### src/hdl/msfi_pkg.sv
// Shared types and constants of the MPEG start-code frame indexer.
package msfi_pkg;

  localparam int DEFAULT_FRAME_BITS    = 32;
  localparam int DEFAULT_POSITION_BITS = 48;
  localparam int QUEUE_DEPTH           = 4;

  localparam int BYTE_POS_BITS  = 48;
  localparam int S_TDATA_BITS   = 56;
  localparam int M_TDATA_BITS   = 160;
  localparam int CFG_INDEX_BITS = 3;
  localparam int CFG_DATA_BITS  = 32;
  localparam int DIST_BITS      = 11;
  localparam int DIVISOR_BITS   = 10;

  localparam logic [23:0] SCAN_RESET   = 24'hFFFFFF;
  localparam logic [23:0] START_PREFIX = 24'h000001;
  localparam logic [23:0] PES_FIRST    = 24'h0001E0;
  localparam logic [23:0] PES_LAST     = 24'h0001EF;
  localparam logic [23:0] GOP_CODE     = 24'h0001B8;
  localparam logic [23:0] PICTURE_CODE = 24'h000100;

  localparam logic [2:0] PIC_TYPE_I = 3'd1;
  localparam logic [2:0] PIC_TYPE_P = 3'd2;
  localparam logic [2:0] PIC_TYPE_B = 3'd3;

  localparam logic [31:0]                  STOP_FRAME_RESET = 32'hFFFFFFFF;
  localparam logic signed [DIST_BITS-1:0]  DIST_UNKNOWN     = -11'sd1;
  localparam logic signed [DIST_BITS-1:0]  DIST_ONE         = 11'sd1;
  localparam logic signed [DIST_BITS-1:0]  DIST_MAX         = 11'sd1023;
  localparam logic signed [DIST_BITS-1:0]  DIST_MIN         = -11'sd1024;
  localparam logic signed [DIST_BITS-1:0]  DIST_GOP_12      = 11'sd12;
  localparam logic signed [DIST_BITS-1:0]  DIST_GOP_15      = 11'sd15;

  typedef enum logic [CFG_INDEX_BITS-1:0] {
    REG_STOP_FRAME     = 3'd0,
    REG_START_FRAME    = 3'd1,
    REG_PRESET_DIST    = 3'd2,
    REG_DISTANCE_KNOWN = 3'd3,
    REG_FULL_MAP       = 3'd4
  } reg_index_t;

  typedef enum logic [1:0] {
    EV_QUEUED = 2'd0,
    EV_STOP   = 2'd1,
    EV_GOP    = 2'd2
  } event_kind_t;

  typedef enum logic {
    CMD_PICTURE = 1'b0,
    CMD_GOP     = 1'b1
  } cmd_kind_t;

  typedef enum logic [1:0] {
    BK_IDLE,
    BK_DIVIDE,
    BK_EMIT
  } back_state_t;

  typedef struct packed {
    logic                      en;
    logic [CFG_INDEX_BITS-1:0] index;
    logic [CFG_DATA_BITS-1:0]  data;
  } cfg_write_t;

  typedef struct packed {
    logic                        mark_by_gop;
    logic signed [DIST_BITS-1:0] keyframe_distance;
    logic                        distance_new;
    logic [31:0]                 map_index;
    logic                        map_entry_valid;
    logic [47:0]                 stream_offset;
    logic [31:0]                 decoder_frame_count;
    logic [31:0]                 frame_number;
  } result_t;

  localparam int M_PAD_BITS = M_TDATA_BITS - $bits(result_t);

endpackage

### src/hdl/mpeg_start_code_frame_indexer.sv
// Top level of the MPEG start-code frame indexer.
//
// Bytes of a program stream enter on the s_ group, one beat per byte, with the
// absolute stream offset alongside. A scanner finds 00 00 01 start codes at one
// byte per cycle and queues picture and GOP commands into a four-entry queue;
// the event unit drains the queue and drives one result beat per command on m_.
// A picture result is written into the output register as the unit pops its
// command. A GOP that may add a map entry divides the key frame number by the
// keyframe distance one quotient bit per cycle. Sustained rate is one byte per
// cycle while the queue has room; s_tready drops only when the queue is full.
// A stalled m_ side holds its beat; the unit keeps one result in its output
// register, and the scanner keeps taking bytes until the queue fills.
// Synchronous reset restores the frame and queue counters and register defaults.
// Configuration writes on cfg_ are always ready and are meant for idle times.
module mpeg_start_code_frame_indexer #(
  parameter int FRAME_BITS    = msfi_pkg::DEFAULT_FRAME_BITS,
  parameter int POSITION_BITS = msfi_pkg::DEFAULT_POSITION_BITS
) (
  input  logic                                clk,
  input  logic                                rst,
  input  logic                                s_tvalid,
  output logic                                s_tready,
  input  logic [msfi_pkg::S_TDATA_BITS-1:0]   s_tdata,   // data_byte, byte_position
  output logic                                m_tvalid,
  input  logic                                m_tready,
  output logic [msfi_pkg::M_TDATA_BITS-1:0]   m_tdata,   // frame_number, decoder_frame_count,
                                                         // stream_offset, map_entry_valid,
                                                         // map_index, distance_new,
                                                         // keyframe_distance, mark_by_gop
  output logic [1:0]                          m_tuser,   // event_kind
  input  logic                                cfg_valid,
  output logic                                cfg_ready,
  input  logic [msfi_pkg::CFG_INDEX_BITS-1:0] cfg_index,
  input  logic [msfi_pkg::CFG_DATA_BITS-1:0]  cfg_data
);
  import msfi_pkg::*;

  localparam int ENTRY_BITS = POSITION_BITS + 1;

  logic                     accept;
  logic                     push;
  cmd_kind_t                push_kind;
  logic [POSITION_BITS-1:0] push_offset;
  logic [ENTRY_BITS-1:0]    pop_data;
  logic                     pop;
  logic                     fifo_full;
  logic                     fifo_empty;
  cfg_write_t               cfg;
  event_kind_t              out_kind;
  result_t                  out_result;

  assign cfg_ready = 1'b1;
  assign cfg       = {cfg_valid && cfg_ready, cfg_index, cfg_data};
  assign s_tready  = !fifo_full;
  assign accept    = s_tvalid && s_tready;
  assign m_tdata   = {M_PAD_BITS'(0), out_result};
  assign m_tuser   = out_kind;

  msfi_front #(
    .POSITION_BITS(POSITION_BITS)
  ) u_front (
    .clk          (clk),
    .rst          (rst),
    .accept       (accept),
    .data_byte    (s_tdata[7:0]),
    .byte_position(s_tdata[S_TDATA_BITS-1:8]),
    .push         (push),
    .push_kind    (push_kind),
    .push_offset  (push_offset)
  );

  msfi_fifo #(
    .WIDTH(ENTRY_BITS),
    .DEPTH(QUEUE_DEPTH)
  ) u_fifo (
    .clk      (clk),
    .rst      (rst),
    .push     (push),
    .push_data({push_offset, push_kind}),
    .pop      (pop),
    .pop_data (pop_data),
    .full     (fifo_full),
    .empty    (fifo_empty)
  );

  msfi_back #(
    .FRAME_BITS   (FRAME_BITS),
    .POSITION_BITS(POSITION_BITS)
  ) u_back (
    .clk         (clk),
    .rst         (rst),
    .cfg         (cfg),
    .entry_valid (!fifo_empty),
    .entry_kind  (cmd_kind_t'(pop_data[0])),
    .entry_offset(pop_data[ENTRY_BITS-1:1]),
    .pop         (pop),
    .out_ready   (m_tready),
    .out_valid   (m_tvalid),
    .out_kind    (out_kind),
    .out_result  (out_result)
  );

  assert property (@(posedge clk) disable iff (rst) push |-> !fifo_full)
    else $error("command pushed into a full queue");

  assert property (@(posedge clk) disable iff (rst) pop |-> !fifo_empty)
    else $error("command popped from an empty queue");

  assert property (@(posedge clk) disable iff (rst)
    m_tvalid && (out_result.map_entry_valid || out_result.distance_new) |-> out_kind == EV_GOP)
    else $error("map or distance flag on a picture result");

  assert property (@(posedge clk) disable iff (rst)
    m_tvalid && out_kind == EV_QUEUED |-> out_result.stream_offset == '0)
    else $error("queued frame result carries an offset");

endmodule

### src/hdl/msfi_front.sv
// Front scanner: finds start codes and queues picture and GOP commands.
module msfi_front #(
  parameter int POSITION_BITS = msfi_pkg::DEFAULT_POSITION_BITS
) (
  input  logic                               clk,
  input  logic                               rst,
  input  logic                               accept,
  input  logic [7:0]                         data_byte,
  input  logic [msfi_pkg::BYTE_POS_BITS-1:0] byte_position,
  output logic                               push,
  output msfi_pkg::cmd_kind_t                push_kind,
  output logic [POSITION_BITS-1:0]           push_offset
);
  import msfi_pkg::*;

  logic [23:0]              scan_shift;
  logic [23:0]              scan_shift_next;
  logic [1:0]               countdown;
  logic [POSITION_BITS-1:0] picture_pos;
  logic [POSITION_BITS-1:0] packet_pos;
  logic [POSITION_BITS-1:0] code_start;
  logic [2:0]               pic_type;
  logic                     after_prefix;
  logic                     pic_fire;
  logic                     is_pes;
  logic                     is_gop;
  logic                     is_pic;

  always_comb begin
    code_start      = POSITION_BITS'(byte_position) - POSITION_BITS'(3);
    scan_shift_next = {scan_shift[15:0], data_byte};
    after_prefix    = (scan_shift == START_PREFIX);
    pic_type        = data_byte[5:3];
    pic_fire        = (countdown == 2'd1) &&
                      (pic_type == PIC_TYPE_I || pic_type == PIC_TYPE_P ||
                       pic_type == PIC_TYPE_B);
    is_pes          = after_prefix && (scan_shift_next >= PES_FIRST) &&
                      (scan_shift_next <= PES_LAST);
    is_gop          = after_prefix && (scan_shift_next == GOP_CODE);
    is_pic          = after_prefix && (scan_shift_next == PICTURE_CODE);
    push            = accept && (pic_fire || is_gop);
    push_kind       = pic_fire ? CMD_PICTURE : CMD_GOP;
    push_offset     = pic_fire ? picture_pos : packet_pos;
  end

  always_ff @(posedge clk) begin
    if (rst) begin
      scan_shift  <= SCAN_RESET;
      countdown   <= 2'd0;
      picture_pos <= '0;
      packet_pos  <= '0;
    end else if (accept) begin
      scan_shift <= scan_shift_next;
      if (is_pic) begin
        countdown   <= 2'd2;
        picture_pos <= code_start;
      end else if (countdown != 2'd0) begin
        countdown <= countdown - 2'd1;
      end
      if (is_pes) begin
        packet_pos <= code_start;
      end
    end
  end

endmodule

### src/hdl/msfi_fifo.sv
// Short command queue between the scanner and the event unit.
module msfi_fifo #(
  parameter int WIDTH = 8,
  parameter int DEPTH = msfi_pkg::QUEUE_DEPTH
) (
  input  logic             clk,
  input  logic             rst,
  input  logic             push,
  input  logic [WIDTH-1:0] push_data,
  input  logic             pop,
  output logic [WIDTH-1:0] pop_data,
  output logic             full,
  output logic             empty
);
  import msfi_pkg::*;

  localparam int PTR_BITS = (DEPTH > 1) ? $clog2(DEPTH) : 1;
  localparam int CNT_BITS = $clog2(DEPTH + 1);

  logic [WIDTH-1:0]    mem [DEPTH];
  logic [PTR_BITS-1:0] wr_ptr;
  logic [PTR_BITS-1:0] rd_ptr;
  logic [CNT_BITS-1:0] count;

  assign full     = (count == CNT_BITS'(DEPTH));
  assign empty    = (count == '0);
  assign pop_data = mem[rd_ptr];

  always_ff @(posedge clk) begin
    if (push) begin
      mem[wr_ptr] <= push_data;
    end
  end

  always_ff @(posedge clk) begin
    if (rst) begin
      wr_ptr <= '0;
      rd_ptr <= '0;
      count  <= '0;
    end else begin
      if (push) begin
        wr_ptr <= (wr_ptr == PTR_BITS'(DEPTH - 1)) ? '0 : wr_ptr + PTR_BITS'(1);
      end
      if (pop) begin
        rd_ptr <= (rd_ptr == PTR_BITS'(DEPTH - 1)) ? '0 : rd_ptr + PTR_BITS'(1);
      end
      if (push && !pop) begin
        count <= count + CNT_BITS'(1);
      end else if (pop && !push) begin
        count <= count - CNT_BITS'(1);
      end
    end
  end

endmodule

### src/hdl/msfi_back.sv
// Event unit: frame counters, keyframe distance, map division and result register.
module msfi_back #(
  parameter int FRAME_BITS    = msfi_pkg::DEFAULT_FRAME_BITS,
  parameter int POSITION_BITS = msfi_pkg::DEFAULT_POSITION_BITS
) (
  input  logic                     clk,
  input  logic                     rst,
  input  msfi_pkg::cfg_write_t     cfg,
  input  logic                     entry_valid,
  input  msfi_pkg::cmd_kind_t      entry_kind,
  input  logic [POSITION_BITS-1:0] entry_offset,
  output logic                     pop,
  input  logic                     out_ready,
  output logic                     out_valid,
  output msfi_pkg::event_kind_t    out_kind,
  output msfi_pkg::result_t        out_result
);
  import msfi_pkg::*;

  localparam int CNT_BITS = $clog2(FRAME_BITS + 1);
  localparam int CMP_BITS = (FRAME_BITS > 32) ? FRAME_BITS : 32;

  back_state_t state;
  back_state_t state_next;

  logic [31:0]                 stop_frame;
  logic                        full_map;
  logic [FRAME_BITS-1:0]       frames_read;
  logic [FRAME_BITS-1:0]       queued_count;
  logic [FRAME_BITS-1:0]       first_gop_frame;
  logic [FRAME_BITS-1:0]       last_entry_index;
  logic signed [DIST_BITS-1:0] learned_distance;
  logic                        distance_settled;

  logic [FRAME_BITS-1:0]       gop_fn;
  logic [POSITION_BITS-1:0]    gop_offset;
  logic                        gop_dnew;
  logic                        map_try;
  logic [DIVISOR_BITS-1:0]     divisor;
  logic [FRAME_BITS-1:0]       quo;
  logic [DIVISOR_BITS-1:0]     rem;
  logic [CNT_BITS-1:0]         div_count;

  logic                        out_free;
  logic                        emit_pic;
  logic                        load_gop;
  logic                        emit_gop;
  logic                        below_stop;
  logic [FRAME_BITS-1:0]       frames_inc;
  logic [FRAME_BITS-1:0]       queued_inc;
  logic                        dist_update;
  logic                        dist_learn;
  logic signed [FRAME_BITS:0]  diff;
  logic signed [DIST_BITS-1:0] clamped;
  logic signed [DIST_BITS-1:0] new_dist;
  logic                        map_try_next;
  logic [DIVISOR_BITS:0]       shifted;
  logic                        div_ge;
  logic [DIVISOR_BITS-1:0]     rem_step;
  logic                        gop_valid;
  logic                        mark;
  event_kind_t                 kind_next;
  result_t                     result_next;

  always_comb begin
    out_free   = !out_valid || out_ready;
    below_stop = CMP_BITS'(frames_read) < CMP_BITS'(stop_frame);
    frames_inc = frames_read + FRAME_BITS'(1);
    queued_inc = queued_count + FRAME_BITS'(1);

    dist_update = !distance_settled && (frames_read != '0);
    dist_learn  = dist_update && (first_gop_frame != '0) && (learned_distance != DIST_ONE);
    diff        = $signed({1'b0, frames_read}) - $signed({1'b0, first_gop_frame});
    if (!diff[FRAME_BITS] && (|diff[FRAME_BITS-1:DIST_BITS-1])) begin
      clamped = DIST_MAX;
    end else if (diff[FRAME_BITS] && !(&diff[FRAME_BITS-1:DIST_BITS-1])) begin
      clamped = DIST_MIN;
    end else begin
      clamped = diff[DIST_BITS-1:0];
    end
    new_dist     = dist_learn ? clamped : learned_distance;
    map_try_next = !full_map && !new_dist[DIST_BITS-1] && (new_dist != '0);

    shifted  = {rem, quo[FRAME_BITS-1]};
    div_ge   = shifted >= {1'b0, divisor};
    rem_step = div_ge ? DIVISOR_BITS'(shifted - {1'b0, divisor}) : shifted[DIVISOR_BITS-1:0];

    gop_valid = map_try && ((quo > last_entry_index) ||
                            ((quo == last_entry_index) && (rem != '0)));
    mark      = (learned_distance == DIST_GOP_12) || (learned_distance == DIST_GOP_15);
  end

  always_comb begin
    state_next = state;
    case (state)
      BK_IDLE: begin
        if (entry_valid && out_free && entry_kind == CMD_GOP) begin
          state_next = map_try_next ? BK_DIVIDE : BK_EMIT;
        end
      end
      BK_DIVIDE: begin
        if (div_count == CNT_BITS'(1)) begin
          state_next = BK_EMIT;
        end
      end
      BK_EMIT: begin
        if (out_free) begin
          state_next = BK_IDLE;
        end
      end
      default: state_next = BK_IDLE;
    endcase
  end

  always_comb begin
    pop         = (state == BK_IDLE) && entry_valid && out_free;
    emit_pic    = pop && (entry_kind == CMD_PICTURE);
    load_gop    = pop && (entry_kind == CMD_GOP);
    emit_gop    = (state == BK_EMIT) && out_free;
    result_next = '0;
    result_next.keyframe_distance = learned_distance;
    result_next.mark_by_gop       = mark;
    if (emit_gop) begin
      kind_next                       = EV_GOP;
      result_next.frame_number        = 32'(gop_fn);
      result_next.decoder_frame_count = 32'(queued_count);
      result_next.stream_offset       = 48'(gop_offset);
      result_next.map_entry_valid     = gop_valid;
      result_next.map_index           = gop_valid ? 32'(quo) : '0;
      result_next.distance_new        = gop_dnew;
    end else if (below_stop) begin
      kind_next                       = EV_QUEUED;
      result_next.frame_number        = 32'(frames_inc);
      result_next.decoder_frame_count = 32'(queued_inc);
    end else begin
      kind_next                       = EV_STOP;
      result_next.frame_number        = 32'(frames_inc);
      result_next.decoder_frame_count = 32'(queued_count);
      result_next.stream_offset       = 48'(entry_offset);
    end
  end

  always_ff @(posedge clk) begin
    if (rst) begin
      state            <= BK_IDLE;
      stop_frame       <= STOP_FRAME_RESET;
      full_map         <= 1'b0;
      frames_read      <= '0;
      queued_count     <= '0;
      first_gop_frame  <= '0;
      last_entry_index <= '0;
      learned_distance <= DIST_UNKNOWN;
      distance_settled <= 1'b0;
      out_valid        <= 1'b0;
    end else begin
      state <= state_next;
      if (cfg.en) begin
        case (cfg.index)
          REG_STOP_FRAME:     stop_frame       <= cfg.data;
          REG_START_FRAME:    frames_read      <= FRAME_BITS'(cfg.data);
          REG_PRESET_DIST:    learned_distance <= cfg.data[DIST_BITS-1:0];
          REG_DISTANCE_KNOWN: distance_settled <= cfg.data[0];
          REG_FULL_MAP:       full_map         <= cfg.data[0];
          default: ;
        endcase
      end
      if (emit_pic) begin
        frames_read <= frames_inc;
        if (below_stop) begin
          queued_count <= queued_inc;
        end
      end
      if (load_gop && dist_update) begin
        if (dist_learn) begin
          learned_distance <= clamped;
          distance_settled <= 1'b1;
        end else begin
          first_gop_frame <= frames_read;
        end
      end
      if (emit_gop && gop_valid) begin
        last_entry_index <= quo;
      end
      if (emit_pic || emit_gop) begin
        out_valid <= 1'b1;
      end else if (out_ready) begin
        out_valid <= 1'b0;
      end
    end
  end

  always_ff @(posedge clk) begin
    if (load_gop) begin
      gop_fn     <= frames_read;
      gop_offset <= entry_offset;
      gop_dnew   <= dist_learn;
      map_try    <= map_try_next;
      divisor    <= new_dist[DIVISOR_BITS-1:0];
      quo        <= frames_read;
      rem        <= '0;
      div_count  <= CNT_BITS'(FRAME_BITS);
    end else if (state == BK_DIVIDE) begin
      quo       <= {quo[FRAME_BITS-2:0], div_ge};
      rem       <= rem_step;
      div_count <= div_count - CNT_BITS'(1);
    end
    if (emit_pic || emit_gop) begin
      out_kind   <= kind_next;
      out_result <= result_next;
    end
  end

endmodule

### config.mk
export PLATFORM = sky130hd
export DESIGN_NAME = mpeg_start_code_frame_indexer
export DESIGN_NICKNAME = d
export VERILOG_FILES = /design/src/hdl/msfi_pkg.sv /design/src/hdl/mpeg_start_code_frame_indexer.sv /design/src/hdl/msfi_front.sv /design/src/hdl/msfi_fifo.sv /design/src/hdl/msfi_back.sv
export SDC_FILE = /design/constraint.sdc
export NUM_CORES = 1
export LEC_CHECK = 0
export ABC_AREA = 1
export BUFFER_PORTS_ARGS = -buffer_cell sky130_fd_sc_hd__buf_2
export CAP_MARGIN = 30
export CORE_ASPECT_RATIO = 1.5
export CORE_MARGIN = 5
export CORE_UTILIZATION = 32
export DETAILED_ROUTE_END_ITERATION = 10
export GPL_TIMING_DRIVEN = 0
export PLACE_DENSITY = 0.53
export SLEW_MARGIN = 20
export SYNTH_ARGS = -nofsm -noshare
export SYNTH_HDL_FRONTEND = slang
export SYNTH_SLANG_ARGS = --single-unit
### constraint.sdc
create_clock -name clk -period 11.2 [get_ports clk]
set_clock_uncertainty 0.15 [all_clocks]
set_input_delay 1.68 -clock clk [delete_from_list [all_inputs] [get_ports clk]]
set_output_delay 1.68 -clock clk [all_outputs]
set_load 0.1 [all_outputs]
==> impl_summary.txt <==
----------------------------------------------------
[Outcome]
  Run status ... completed

[Worst setup path]
  Data arrival, critical path ... 5640 ps
  Endpoint type of the worst setup path ... register
  WP data required ... 11390 ps
  Critical path startpoint category ... register
  Slowest cell delay on critical path ... 700 ps
  Critical path cell sequence ... clkbuf_1, clkinv_1, nand2_1, nand3_1, nand2_1, inv_1, nor2_1, clkinv_1, nand2_4, buf_16, buf_12, buf_16
  Biggest fanout along the worst timing path ... 53
  Worst Path Class, Setup ... reg -> reg
  Cell with the largest stage delay on the worst path ... nor2_1

[Timing]
  Hold violation total from the final report ... 0
  Max Clock Freq ... 183 MHz
  Period Utilization, post-route ... 48.7%
  Worst path setup slack after routing ... 5750 ps
  RSZ-0062 raised after global routing ... false
  Transition time of the tightest slew-check pin ... 1020 ps
  Setup-violating endpoint count in the final report ... 0
  Post-layout min period ... 5450 ps
  Normalized max-slew margin ... 32.0%
  Final count of pins violating max slew ... 0
  Setup TNS after final layout ... 0 ps

[Finish]
  Number of nets in the final layout ... 4628
  Non-filler instance count after layout ... 6036
  Count of filler cells inserted in the layout ... 11.8k
  Syn-to-layout area delta ... 17.3%
  Layout cell share with drive strength beyond 1 ... 10.9%

[GRT]
  Total gr overflow ... 0
  Wire length of the first global-routing pass ... 180000 um
  Largest net degree at the start of global routing ... 54
  Number of global-route vias before repair ... 29.3k
  Number of antenna violations at the first check in global routing ... 14
  GRT Total Usage ... 19.1%

[Yosys]
  Cell types with the largest area share after synthesis ... edfxtp_1, dfxtp_1, nand2_1, inv_1, o21ai_0
  Share of the yosys chip area belonging to registers ... 55.9%
  Multiplexer share of the synthesized area ... 0%
  Combined area of all synthesized cells ... 37300 um2
  Number of distinct library cell variants in the gate-level netlist after synthesis ... 63
  Post-synth top area cell ... edfxtp_1
  Async S/R FF share, synth ... 0%
  Yosys Warn Count ... 0
  Flip-flop cell with the highest count after synthesis ... edfxtp_1
  Fraction of the mapped netlist area in adder cells ... 4.15%
  Dominant combinational cell family by area after synthesis ... simple AND/OR/NAND/NOR gates
  Xor-xnor portion of the synthesized cell area ... 2.89%
  Synthesized-area fraction occupied by ao, oa, aoi and oai cells ... 13.5%
  Synthesized instance count ... 4051
  Simple logic cell fraction of the synthesized area ... 15.9%
  Area share of the largest cell type after synthesis ... 38.6%
  Mean Syn Cell Area ... 9.21 um2
  Number of flops mapped to enable cells by yosys ... 480
  Flip-flop and latch count after synthesis ... 803

[Route]
  DR vias ... 29.5k
  DR pass1 iterations ... 5
  Routed length per placed instance ... 20.1 um
  Iter 0 DRT Violations ... 2084
  Vias per std cell ... 4.88
  Post-route antenna net violation count ... 0
  Aggregate routed wire length ... 121000 um
  DRC violation count after routing ... 0

[Clock network]
  CTS Root Cell ... clkbuf_16
  Clock net sink count ... 803
  Number of clock buffers inserted by TritonCTS ... 81
  Maximum number of buffers from clock root to sink ... 3
  Latest clock arrival within the worst-skew pair ... 700 ps
  CTS-repair resized insts ... 0
  Number of buffers inserted by post-CTS setup repair ... 0
  CTS tree ... done
  Clock Pin Slew Worst Setup and Hold Paths ... 60 ps
  H-tree levels ... 3
  Number of hold buffers added after cts ... 0

[Floorplan]
  Die height ... 428 um
  Starting utilization of the core area ... 32.2%
  Die Footprint ... 124000 um2
  Number of ports placed on the die boundary ... 261
  Die width ... 289 um
  CORE AREA ... 116000 um2
  Site Rows ... 153

[Power and ir drop]
  Proportion of power drawn by flip-flops and latches ... 30.1%
  Switching power of the nets ... 0.00727 W
  P_leak ... 18.0 nW
  Internal power ... 0.00717 W
  Combinational power share ... 50.2%
  Switching power as a share of total power ... 50.4%
  Total power density per cell area ... 330 nW/um2
  Clock network fraction of total power ... 19.7%
  Maximum VDD drop ... 258 uV

[Placement]
  Post-Place Worst Slack ... 5300 ps
  Placed instance count ... 5876
  Number of I/O port buffers ... 257
  GPL Wtd Cong ... 0.906
  Post-DP HPWL ... 92800 um

[Worst hold path]
  Hold Path Class ... reg -> reg

[Job]
  Number of max-cap violations ... 0

----------------------------------------------------
==> cell usage after synthesis, types with 17 or more instances <==
| cell type | instances |
|---|---|
| a21oi_1 | 188 |
| a22o_1 | 48 |
| buf_2 | 17 |
| clkbuf_1 | 156 |
| dfxtp_1 | 323 |
| edfxtp_1 | 480 |
| ha_1 | 119 |
| inv_1 | 554 |
| nand2_1 | 737 |
| nand3_1 | 130 |
| nand4_1 | 39 |
| nor2_1 | 345 |
| nor3_1 | 34 |
| nor4_1 | 33 |
| o211ai_1 | 64 |
| o21a_1 | 34 |
| o21ai_0 | 393 |
| o22ai_1 | 99 |
| xnor2_1 | 26 |
| xor2_1 | 97 |
==> stage by stage <==
step,area [um2],total power (W),util (%),hold slack [ps]
floorplan,37300,0.00972,-,258
global placement,40600,0.0115,35.0,299
detailed placement,41000,0.0116,35.3,303
CTS,43700,0.0145,37.7,319
global route,43700,0.0153,37.7,339
finish,43800,0.0144,37.7,318
==> kinds of logic after synthesis <==
group           count (synthesis)
simple gates                 1381
fa+ha+maj                     122
other cells                     2
buf+inv                       748
xor+xnor                      123
compound gates                872
flops                         803
==> power groups by stage <==
stage	Clock, W	Sequential (W)	Combinational [W]
6_report	0.00284	0.00434	0.00725
5_1_grt	0.00303	0.00440	0.00785
4_1_cts	0.00291	0.00435	0.00727
3_5_place_dp	0	0.00440	0.00724
3_3_place_gp	0	0.00451	0.00697
2_1_floorplan	0	0.00646	0.00326
==> final cells by class <==
type | instances | area [um2] | share of cell area (%)
sequential | 803 | 20900 | 47.7
tap | 1550 | 1940 | 4.43
timing repair buffer | 275 | 1650 | 3.77
multi-input combinational | 2501 | 13600 | 31.2
antenna | 7 | 17.5 | 0.0400
buffer | 184 | 739 | 1.69
inverter | 564 | 2120 | 4.84
clock inverter | 49 | 564 | 1.29
clock buffer | 103 | 2210 | 5.06
==> flip-flops by register name, summed over array words and instances, names as in the netlist, 48 cells and up, named ones only <==
name                 flops
u_fifo.mem             196
u_front.picture_pos     48
u_back.gop_offset       48
u_back.out_result      158
u_front.packet_pos      48
==> cells in the final DEF, fill, tap and decap left out, types with 7 or more instances in the layout <==
cell | netlist | layout
a211oi_1 | 9 | 9
a21oi_1 | 188 | 188
a22o_1 | 48 | 48
a31oi_1 | 14 | 14
and2_1 | 10 | 10
buf_12 | 0 | 10
buf_2 | 17 | 274
bufinv_16 | 0 | 8
clkbuf_1 | 156 | 166
clkbuf_16 | 0 | 83
clkinv_1 | 3 | 10
clkinv_2 | 1 | 13
clkinvlp_4 | 0 | 10
dfxtp_1 | 323 | 323
diode_2 | 0 | 7
edfxtp_1 | 480 | 480
ha_1 | 119 | 119
inv_1 | 554 | 554
nand2_1 | 737 | 735
nand3_1 | 130 | 130
nand4_1 | 39 | 39
nor2_1 | 345 | 341
nor2_4 | 7 | 11
nor3_1 | 34 | 33
nor3_2 | 6 | 7
nor4_1 | 33 | 33
o211ai_1 | 64 | 64
o21a_1 | 34 | 34
o21ai_0 | 393 | 393
o22ai_1 | 99 | 99
xnor2_1 | 26 | 26
xor2_1 | 97 | 97
==> worst max-delay path, delay by kind of cell, from the launching register on <==
kind                   cells  cell delay [ps]
and+or+nand+nor            5             1850
buffers and inverters      7             2670
DFF                        1              310
==> routing by layer <==
layer | routed length, um | GRT usage [%] | vias to the layer above
met4 | 4150 | 7.16 | 12
met3 | 7190 | 3.39 | 204
met2 | 63000 | 35.3 | 790
met1 | 46800 | 21.8 | 14100
met5 | 84 | 0 | -
li1 | - | - | 14400
==> worst paths after layout <==
check	endpoint	from	depth (start not counted)	slack, ps
worst min register to register	u_front.picture_pos[21]	u_front.picture_pos[21]	2	320
worst max-delay path	u_back.out_result[15]	register	12	5750
worst min-delay path	u_front.picture_pos[21]	u_front.picture_pos[21]	2	320
worst max register to register	u_back.out_result[15]	register	12	5750
Note: power is estimated with default switching activity, not from simulation.
